### config.mk
export PLATFORM = sky130hd
export DESIGN_NAME = printf_spec_parser
export DESIGN_NICKNAME = d
export VERILOG_FILES = /design/src/sv/spf_pkg.sv /design/src/sv/spf_step.sv /design/src/sv/printf_spec_parser.sv
export SDC_FILE = /design/constraint.sdc
export NUM_CORES = 1
export LEC_CHECK = 0
export ABC_AREA = 1
export BUFFER_PORTS_ARGS = -buffer_cell sky130_fd_sc_hd__clkbuf_2
export CAP_MARGIN = 10
export CORE_MARGIN = 4
export CORE_UTILIZATION = 61
export DETAILED_ROUTE_END_ITERATION = 16
export GPL_ROUTABILITY_DRIVEN = 0
export HOLD_SLACK_MARGIN = 0.1
export PLACE_DENSITY = 0.83
export SYNTH_ARGS = -nofsm -noshare
export SYNTH_HDL_FRONTEND = slang
export SYNTH_HIERARCHICAL = 1
export SYNTH_SLANG_ARGS = --single-unit
### constraint.sdc
create_clock -name clock -period 4.3 [get_ports clock]
set_clock_uncertainty 0.05 [all_clocks]
set_input_delay 1.075 -clock clock [delete_from_list [all_inputs] [get_ports clock]]
set_output_delay 1.075 -clock clock [all_outputs]
set_load 0.005 [all_outputs]
### src/sv/spf_pkg.sv
// ----------------------------------------------------------------------------
// spf_pkg: shared types and constants for the format specifier parser
// Holds the character codes, the length and sign codes, the parse phase
// encoding and the structures passed between the top level and the step logic.
// ----------------------------------------------------------------------------
package spf_pkg;

   // Default accumulator width for width and precision.
   localparam int SPF_COUNT_BITS = 16;

   // Output field widths, fixed by the interface.
   localparam int CHAR_BITS  = 8;
   localparam int NUM_BITS   = 16;
   localparam int SIGN_BITS  = 2;
   localparam int SIZE_BITS  = 3;
   localparam int DIGIT_BITS = 4;

   // Character codes.
   localparam logic [CHAR_BITS-1:0] CH_PERCENT = 8'h25;
   localparam logic [CHAR_BITS-1:0] CH_HASH    = 8'h23;
   localparam logic [CHAR_BITS-1:0] CH_MINUS   = 8'h2D;
   localparam logic [CHAR_BITS-1:0] CH_PLUS    = 8'h2B;
   localparam logic [CHAR_BITS-1:0] CH_SPACE   = 8'h20;
   localparam logic [CHAR_BITS-1:0] CH_ZERO    = 8'h30;
   localparam logic [CHAR_BITS-1:0] CH_NINE    = 8'h39;
   localparam logic [CHAR_BITS-1:0] CH_DOT     = 8'h2E;
   localparam logic [CHAR_BITS-1:0] CH_LOWER_H = 8'h68;
   localparam logic [CHAR_BITS-1:0] CH_LOWER_L = 8'h6C;
   localparam logic [CHAR_BITS-1:0] CH_UPPER_L = 8'h4C;

   // Sign mode codes.
   localparam logic [SIGN_BITS-1:0] SIGN_NONE  = 2'd0;
   localparam logic [SIGN_BITS-1:0] SIGN_PLUS  = 2'd1;
   localparam logic [SIGN_BITS-1:0] SIGN_SPACE = 2'd2;

   // Integer size codes.
   localparam logic [SIZE_BITS-1:0] SIZE_NONE = 3'd0;
   localparam logic [SIZE_BITS-1:0] SIZE_HH   = 3'd1;
   localparam logic [SIZE_BITS-1:0] SIZE_H    = 3'd2;
   localparam logic [SIZE_BITS-1:0] SIZE_L    = 3'd3;
   localparam logic [SIZE_BITS-1:0] SIZE_LL   = 3'd4;

   // Parse phase, one-hot.
   typedef enum logic [6:0] {
      PH_IDLE    = 7'b0000001,
      PH_FLAGS   = 7'b0000010,
      PH_WIDTH   = 7'b0000100,
      PH_PREC    = 7'b0001000,
      PH_MOD_H   = 7'b0010000,
      PH_MOD_L   = 7'b0100000,
      PH_MOD_END = 7'b1000000
   } phase_type;

   // Flags collected while a specifier is parsed.
   typedef struct packed {
      logic                 alt_seen;
      logic                 left_seen;
      logic [SIGN_BITS-1:0] sign_kind;
      logic                 zero_seen;
      logic                 width_flag;
      logic                 prec_flag;
      logic [SIZE_BITS-1:0] size_code;
   } flags_type;

   localparam flags_type FLAGS_CLEAR = '{
      alt_seen:   1'b0,
      left_seen:  1'b0,
      sign_kind:  SIGN_NONE,
      zero_seen:  1'b0,
      width_flag: 1'b0,
      prec_flag:  1'b0,
      size_code:  SIZE_NONE
   };

   // One completed specifier.
   typedef struct packed {
      logic                 alt_form;
      logic                 left_adjust;
      logic [SIGN_BITS-1:0] sign_mode;
      logic                 zero_pad;
      logic [NUM_BITS-1:0]  width;
      logic                 width_given;
      logic [NUM_BITS-1:0]  precision;
      logic                 precision_given;
      logic [SIZE_BITS-1:0] int_size;
      logic [CHAR_BITS-1:0] conv_char;
   } result_type;

endpackage

### src/sv/spf_step.sv
// ----------------------------------------------------------------------------
// spf_step: next-state logic of the format specifier parser
// Takes the current parse state and one character and gives the next state,
// plus a result when the character ends a specifier.
// ----------------------------------------------------------------------------
module spf_step
   import spf_pkg::*;
#(
   parameter int COUNT_BITS = SPF_COUNT_BITS
) (
   input  phase_type              phase,
   input  flags_type              flags,
   input  logic [COUNT_BITS-1:0]  width_acc,
   input  logic [COUNT_BITS-1:0]  prec_acc,
   input  logic [CHAR_BITS-1:0]   ch,
   output phase_type              phase_next,
   output flags_type              flags_next,
   output logic [COUNT_BITS-1:0]  width_acc_next,
   output logic [COUNT_BITS-1:0]  prec_acc_next,
   output logic                   emit,
   output result_type             result
);

   localparam int WIDE_BITS = COUNT_BITS + DIGIT_BITS;

   logic                  is_digit;
   logic [DIGIT_BITS-1:0] digit;
   logic [COUNT_BITS-1:0] acc_sel;
   logic [WIDE_BITS-1:0]  acc_wide;
   logic [WIDE_BITS-1:0]  acc_scaled;
   logic [COUNT_BITS-1:0] acc_new;
   logic                  try_mod;
   logic [SIZE_BITS-1:0]  size_emit;

   assign is_digit = (ch >= CH_ZERO) && (ch <= CH_NINE);
   assign digit    = DIGIT_BITS'(ch - CH_ZERO);

   // One shared multiply-by-ten accumulator; only one number grows at a time.
   assign acc_sel    = (phase == PH_PREC) ? prec_acc : width_acc;
   assign acc_wide   = WIDE_BITS'(acc_sel);
   assign acc_scaled = (acc_wide << 3) + (acc_wide << 1) + WIDE_BITS'(digit);
   assign acc_new    = (|acc_scaled[WIDE_BITS-1:COUNT_BITS]) ? '1
                                                             : acc_scaled[COUNT_BITS-1:0];

   // Phase transitions and field updates.
   always_comb begin
      phase_next     = phase;
      flags_next     = flags;
      width_acc_next = width_acc;
      prec_acc_next  = prec_acc;
      emit           = 1'b0;
      try_mod        = 1'b0;
      size_emit      = flags.size_code;

      unique case (phase)
         PH_IDLE: begin
            if (ch == CH_PERCENT) begin
               flags_next     = FLAGS_CLEAR;
               width_acc_next = '0;
               prec_acc_next  = '0;
               phase_next     = PH_FLAGS;
            end
         end
         PH_FLAGS: begin
            if (ch == CH_HASH) begin
               flags_next.alt_seen = 1'b1;
            end else if (ch == CH_MINUS) begin
               flags_next.left_seen = 1'b1;
            end else if (ch == CH_PLUS) begin
               flags_next.sign_kind = SIGN_PLUS;
            end else if (ch == CH_SPACE) begin
               if (flags.sign_kind == SIGN_NONE) begin
                  flags_next.sign_kind = SIGN_SPACE;
               end
            end else if ((ch == CH_ZERO) && !flags.left_seen) begin
               flags_next.zero_seen = 1'b1;
            end else if (is_digit) begin
               width_acc_next        = acc_new;
               flags_next.width_flag = 1'b1;
               phase_next            = PH_WIDTH;
            end else if (ch == CH_DOT) begin
               flags_next.prec_flag = 1'b1;
               prec_acc_next        = '0;
               phase_next           = PH_PREC;
            end else begin
               try_mod = 1'b1;
            end
         end
         PH_WIDTH: begin
            if (is_digit) begin
               width_acc_next = acc_new;
            end else if (ch == CH_DOT) begin
               flags_next.prec_flag = 1'b1;
               prec_acc_next        = '0;
               phase_next           = PH_PREC;
            end else begin
               try_mod = 1'b1;
            end
         end
         PH_PREC: begin
            if (is_digit) begin
               prec_acc_next = acc_new;
            end else begin
               try_mod = 1'b1;
            end
         end
         PH_MOD_H: begin
            if (ch == CH_LOWER_H) begin
               flags_next.size_code = SIZE_HH;
               phase_next           = PH_MOD_END;
            end else begin
               size_emit = SIZE_H;
               emit      = 1'b1;
            end
         end
         PH_MOD_L: begin
            if (ch == CH_LOWER_L) begin
               flags_next.size_code = SIZE_LL;
               phase_next           = PH_MOD_END;
            end else begin
               size_emit = SIZE_L;
               emit      = 1'b1;
            end
         end
         PH_MOD_END: begin
            emit = 1'b1;
         end
         default: begin
            phase_next = PH_IDLE;
         end
      endcase

      // A character that does not continue the number may start a length
      // modifier; anything else is the conversion character.
      if (try_mod) begin
         if (ch == CH_LOWER_H) begin
            phase_next = PH_MOD_H;
         end else if (ch == CH_LOWER_L) begin
            phase_next = PH_MOD_L;
         end else if (ch == CH_UPPER_L) begin
            flags_next.size_code = SIZE_LL;
            phase_next           = PH_MOD_END;
         end else begin
            emit = 1'b1;
         end
      end

      // A finished specifier clears all fields and returns to idle.
      if (emit) begin
         flags_next     = FLAGS_CLEAR;
         width_acc_next = '0;
         prec_acc_next  = '0;
         phase_next     = PH_IDLE;
      end
   end

   // Result fields come from the state before this character; the conversion character is this character itself.
   always_comb begin
      result.alt_form        = flags.alt_seen;
      result.left_adjust     = flags.left_seen;
      result.sign_mode       = flags.sign_kind;
      result.zero_pad        = flags.zero_seen & ~flags.left_seen;
      result.width           = NUM_BITS'(width_acc);
      result.width_given     = flags.width_flag;
      result.precision       = NUM_BITS'(prec_acc);
      result.precision_given = flags.prec_flag;
      result.int_size        = size_emit;
      result.conv_char       = ch;
   end

endmodule

### src/sv/printf_spec_parser.sv
// ----------------------------------------------------------------------------
// printf_spec_parser: streaming parser for printf conversion specifiers
// Reads format text one character per transfer and reports each specifier.
// ----------------------------------------------------------------------------
// The parser takes one character per clock cycle unless the input register
// stalls. A character is captured in an input register, and the parse step
// runs on it in the following cycle. A completed specifier is loaded into
// the result register when that character advances, so its result passes
// through the input register and then the result register. The input register
// only stalls when a character would end a specifier while the result register
// still holds an untaken result.
// Characters outside a specifier are dropped until a '%'. Width and precision
// saturate at 2^COUNT_BITS-1 and are reported in their low 16 bits.
module printf_spec_parser
   import spf_pkg::*;
#(
   parameter int COUNT_BITS = SPF_COUNT_BITS
) (
   input  logic                 clock,
   input  logic                 reset,
   input  logic                 req_valid,
   output logic                 req_ready,
   input  logic [CHAR_BITS-1:0] req_ch,
   output logic                 rsp_valid,
   input  logic                 rsp_ready,
   output logic                 rsp_alt_form,
   output logic                 rsp_left_adjust,
   output logic [SIGN_BITS-1:0] rsp_sign_mode,
   output logic                 rsp_zero_pad,
   output logic [NUM_BITS-1:0]  rsp_width,
   output logic                 rsp_width_given,
   output logic [NUM_BITS-1:0]  rsp_precision,
   output logic                 rsp_precision_given,
   output logic [SIZE_BITS-1:0] rsp_int_size,
   output logic [CHAR_BITS-1:0] rsp_conv_char
);

   logic                  in_valid_ff, in_valid_in;
   logic [CHAR_BITS-1:0]  in_ch_ff;
   phase_type             phase_ff, phase_in;
   flags_type             flags_ff, flags_in;
   logic [COUNT_BITS-1:0] width_acc_ff, width_acc_in;
   logic [COUNT_BITS-1:0] prec_acc_ff, prec_acc_in;
   logic                  rsp_valid_ff, rsp_valid_in;
   result_type            result_ff, step_result;
   logic                  step_emit;
   logic                  advance;

   // Parse step on the registered character.
   spf_step #(
      .COUNT_BITS(COUNT_BITS)
   ) u_step (
      .phase          (phase_ff),
      .flags          (flags_ff),
      .width_acc      (width_acc_ff),
      .prec_acc       (prec_acc_ff),
      .ch             (in_ch_ff),
      .phase_next     (phase_in),
      .flags_next     (flags_in),
      .width_acc_next (width_acc_in),
      .prec_acc_next  (prec_acc_in),
      .emit           (step_emit),
      .result         (step_result)
   );

   // The held character is consumed unless its result has nowhere to go.
   assign advance   = in_valid_ff && (!step_emit || !rsp_valid_ff || rsp_ready);
   assign req_ready = !in_valid_ff || advance;

   always_comb begin
      if (req_valid && req_ready) begin
         in_valid_in = 1'b1;
      end else if (advance) begin
         in_valid_in = 1'b0;
      end else begin
         in_valid_in = in_valid_ff;
      end
   end

   always_comb begin
      if (advance && step_emit) begin
         rsp_valid_in = 1'b1;
      end else if (rsp_ready) begin
         rsp_valid_in = 1'b0;
      end else begin
         rsp_valid_in = rsp_valid_ff;
      end
   end

   // Control and parse state.
   always_ff @(posedge clock) begin
      if (reset) begin
         in_valid_ff  <= 1'b0;
         rsp_valid_ff <= 1'b0;
         phase_ff     <= PH_IDLE;
         flags_ff     <= FLAGS_CLEAR;
         width_acc_ff <= '0;
         prec_acc_ff  <= '0;
      end else begin
         in_valid_ff  <= in_valid_in;
         rsp_valid_ff <= rsp_valid_in;
         if (advance) begin
            phase_ff     <= phase_in;
            flags_ff     <= flags_in;
            width_acc_ff <= width_acc_in;
            prec_acc_ff  <= prec_acc_in;
         end
      end
   end

   // Payload registers.
   always_ff @(posedge clock) begin
      if (req_valid && req_ready) begin
         in_ch_ff <= req_ch;
      end
      if (advance && step_emit) begin
         result_ff <= step_result;
      end
   end

   // Result port.
   assign rsp_valid           = rsp_valid_ff;
   assign rsp_alt_form        = result_ff.alt_form;
   assign rsp_left_adjust     = result_ff.left_adjust;
   assign rsp_sign_mode       = result_ff.sign_mode;
   assign rsp_zero_pad        = result_ff.zero_pad;
   assign rsp_width           = result_ff.width;
   assign rsp_width_given     = result_ff.width_given;
   assign rsp_precision       = result_ff.precision;
   assign rsp_precision_given = result_ff.precision_given;
   assign rsp_int_size        = result_ff.int_size;
   assign rsp_conv_char       = result_ff.conv_char;

endmodule
==> metrics.txt <==
WS Path Type=reg2reg; Slew Limit Fails=0; initial antenna violation count=0; Rel. slew slack=30.4%; Maximum Capacitance Violations=0; grt ovf=0; critical path depth=29; Final min period=4070 ps; Clock Path Buffers=2; Skew-Pair Late Insertion Delay=370 ps; crit path DAT=4270 ps; CP max-delay cell=ha_1; Storage cell area=2770 sq um; H-Tree Depth=3; CTS Root Buffer Type=clkbuf_16; area leader, netlist=edfxtp_1; # DRC=0; Yosys warning total=6; commonest register cell after synthesis=edfxtp_1; placed standard-cell area=7910 sq um; total CTS buffers=9; Synth top area share=22.5%; Die H=121 um; via count=7115; Synth Instances=1098; VDD IR max=0.241 mV; Startpoint Class=flip-flop; FILL cells=1072; fin crit share=94.5%; CTS tree=yes; Synth Net Count=1143; Slew @ Worst Pin=1040 ps; nets=1150; status=completed; Hold Crit Class=reg2reg; 1st-iter DRT viols=898; WL final=18.9 mm; GR Util All Layers=26.0%; Area Growth Syn to Fin=6.78%; post-synthesis sequential area ratio=35.6%; Final Setup Violations=0; fin worst setup slack=235 ps; final-report hold violation count=0; Max stage delay on crit path=340 ps; Diodes inserted=0; Yosys cell types=48; drt via density=5.57; Synth async-reset ratio=0%; Crit path max-delay family=simple AND/OR/NAND/NOR gates; critical-path maximum fanout=10; Final Cell Area=8280 sq um; area of the multi-input gates=3860 sq um; Die Wd=121 um; share of layout cells above drive strength 1=15.3%; number of global-route vias before repair=6012; crit end category=flip-flop; antenna viol nets, final=0; pre-CTS WS=54.4 ps; wire per inst=14.8 um; Ports=64; most frequent CP cell=nand2_1; Yosys reg bits=109; FF-to-FF path depth=29; EDFF count, synth=58; Row Count=40; Worst Path Required=4500 ps; Post-Syn Area per Cell=7.06 sq um; DP HPWL=13.1 mm; Lkg Pwr=0.00381 uW; Netlist Area Pre-Place=7750 sq um; clk slew on worst S/H paths=70 ps; Clock Sinks=109; achievable frequency=246 MHz; hold path depth=0; synth top area cells=edfxtp_1 22%, dfxtp_1 13%, nand2_1 12%; DRT Pass-1 Iters=6; largest net degree at the start of global routing=100; PD cells=313 nW/um^2; port bufs=63; Core Box Area=12200 sq um; starting density of the core=63.5%; crit path buf inv count=6; first-pass GRT wire length=30.3 mm; die area=14600 sq um
[flip-flops by register name (all words and copies together), names as in the netlist]
register             cells
rsp_valid                1
rsp_precision           16
rsp_width               16
rsp_precision_given      1
rsp_alt_form             1
flags_ff                10
phase_ff                 7
prec_acc_ff             16
rsp_zero_pad             1
rsp_width_given          1
rsp_sign_mode            2
in_ch_ff                 8
rsp_conv_char            8
rsp_int_size             3
width_acc_ff            16
in_valid_ff              1
rsp_left_adjust          1
[power breakdown]
group | leakage [uW] | switching, uW | internal, uW | total [uW]
sequential | 0.000939 | 52.1 | 1140 | 1190
combinational | 0.00271 | 309 | 173 | 482
clock | 0.000160 | 384 | 529 | 913
[through the flow]
stage / utilization (%) / hold slack [ps] / TNS, ps / total power [uW] / cells
3_3_place_gp: 64.8 / 409 / 0 / 1670 / 1260
4_1_cts: 67.4 / 430 / 0 / 2570 / 1276
3_5_place_dp: 64.8 / 419 / 0 / 1670 / 1260
6_report: 67.8 / 427 / 0 / 2590 / 1278
2_1_floorplan: - / 400 / 0 / 1590 / 1098
5_1_grt: 67.8 / 452 / -225 / 2700 / 1278
[synthesized netlist by cell type (2+ instances only)]
cell type,number
clkbuf_1,19
nand2_4,3
nand3b_1,5
o21ai_0,42
fa_1,2
o21bai_1,5
nor3_1,10
nor2_1,120
inv_1,149
buf_2,16
buf_4,49
nand3_1,97
or2_2,8
xor2_1,4
xnor2_1,5
nor2_2,10
inv_2,9
a21oi_2,8
dfxtp_1,51
ha_1,31
o22ai_1,2
nor2_4,3
nand2_1,251
a22oi_1,3
o21a_1,2
nor4_1,4
o211ai_1,3
buf_6,4
nor3_2,4
a21oi_1,91
nand2_2,5
and2_1,2
nand3_2,2
nand4_1,4
nor4_4,2
a31oi_1,3
edfxtp_1,58
and3_1,2
[per-layer routing]
layer	global-route usage (%)	wire length (um)	share of wire [%]
met1	37.5	8360	44
met2	39.0	8180	43
met3	5.47	1960	10
met4	8.64	408	2.2
met5	0	0	0
[worst register-to-register path, delay by kind of cell (launching register included)]
family	cells	cell delay [ps]
fa+ha+maj	2	650
flops	1	320
simple gates	21	2220
buf+inv	6	720
[timing repair]
item,in CTS,in global routing
hold buffers,0,0
resized for setup,0,19
setup buffers,0,1
hold endpoints to repair,0,0
endpoints found under the setup margin,0,32
[final timing paths]
kind / from / endpoint / slack [ps]
setup / recovery: phase_ff[0]$_SDFFE_PP1P_ / width_acc_ff[2]$_SDFFE_PP0P_ / 230
hold / removal: flags_ff[3]$_SDFFE_PP0P_ / rsp_precision_given$_DFFE_PP_ / 430
setup reg to reg: phase_ff[0]$_SDFFE_PP1P_ / width_acc_ff[2]$_SDFFE_PP0P_ / 230
hold reg to reg: flags_ff[3]$_SDFFE_PP0P_ / rsp_precision_given$_DFFE_PP_ / 430
[logic make-up (layout without fill, tap and decap cells)]
kind of cell / Yosys count / after routing / share of synthesized area, %
AND/OR/NAND/NOR: 535 / 536 / 31.1
buffers and inverters: 248 / 259 / 15.1
AO/OA/AOI/OAI: 164 / 164 / 11.7
flip-flops: 109 / 109 / 35.6
adder cells (fa/ha/maj): 33 / 33 / 5.52
XOR/XNOR: 9 / 9 / 1.02
[layout by cell type (no fill, tap or decap), types with 6 or more instances in the layout]
| cell | instances |
|---|---|
| buf_4 | 18 |
| clkbuf_2 | 63 |
| a21oi_1 | 91 |
| nand2_2 | 7 |
| clkbuf_16 | 9 |
| ha_1 | 31 |
| nand2_1 | 250 |
| inv_1 | 147 |
| nand3_1 | 97 |
| dfxtp_1 | 47 |
| o21ai_0 | 36 |
| or2_2 | 8 |
| nor3_1 | 10 |
| edfxtp_1 | 58 |
| nor2_1 | 118 |
| o21ai_1 | 6 |
| nor2_2 | 10 |
| inv_2 | 11 |
| a21oi_2 | 8 |
[cell type report]
| class | count | share of cell area [%] |
|---|---|---|
| flip-flops and latches | 109 | 33.5 |
| clock inverters | 5 | 0.998 |
| clock buffers | 11 | 2.93 |
| repair buffers | 84 | 6.17 |
| well taps | 168 | 2.54 |
| inverters | 159 | 7.24 |
| multi-input cells | 742 | 46.7 |
Note: power is estimated with default switching activity, not from simulation.
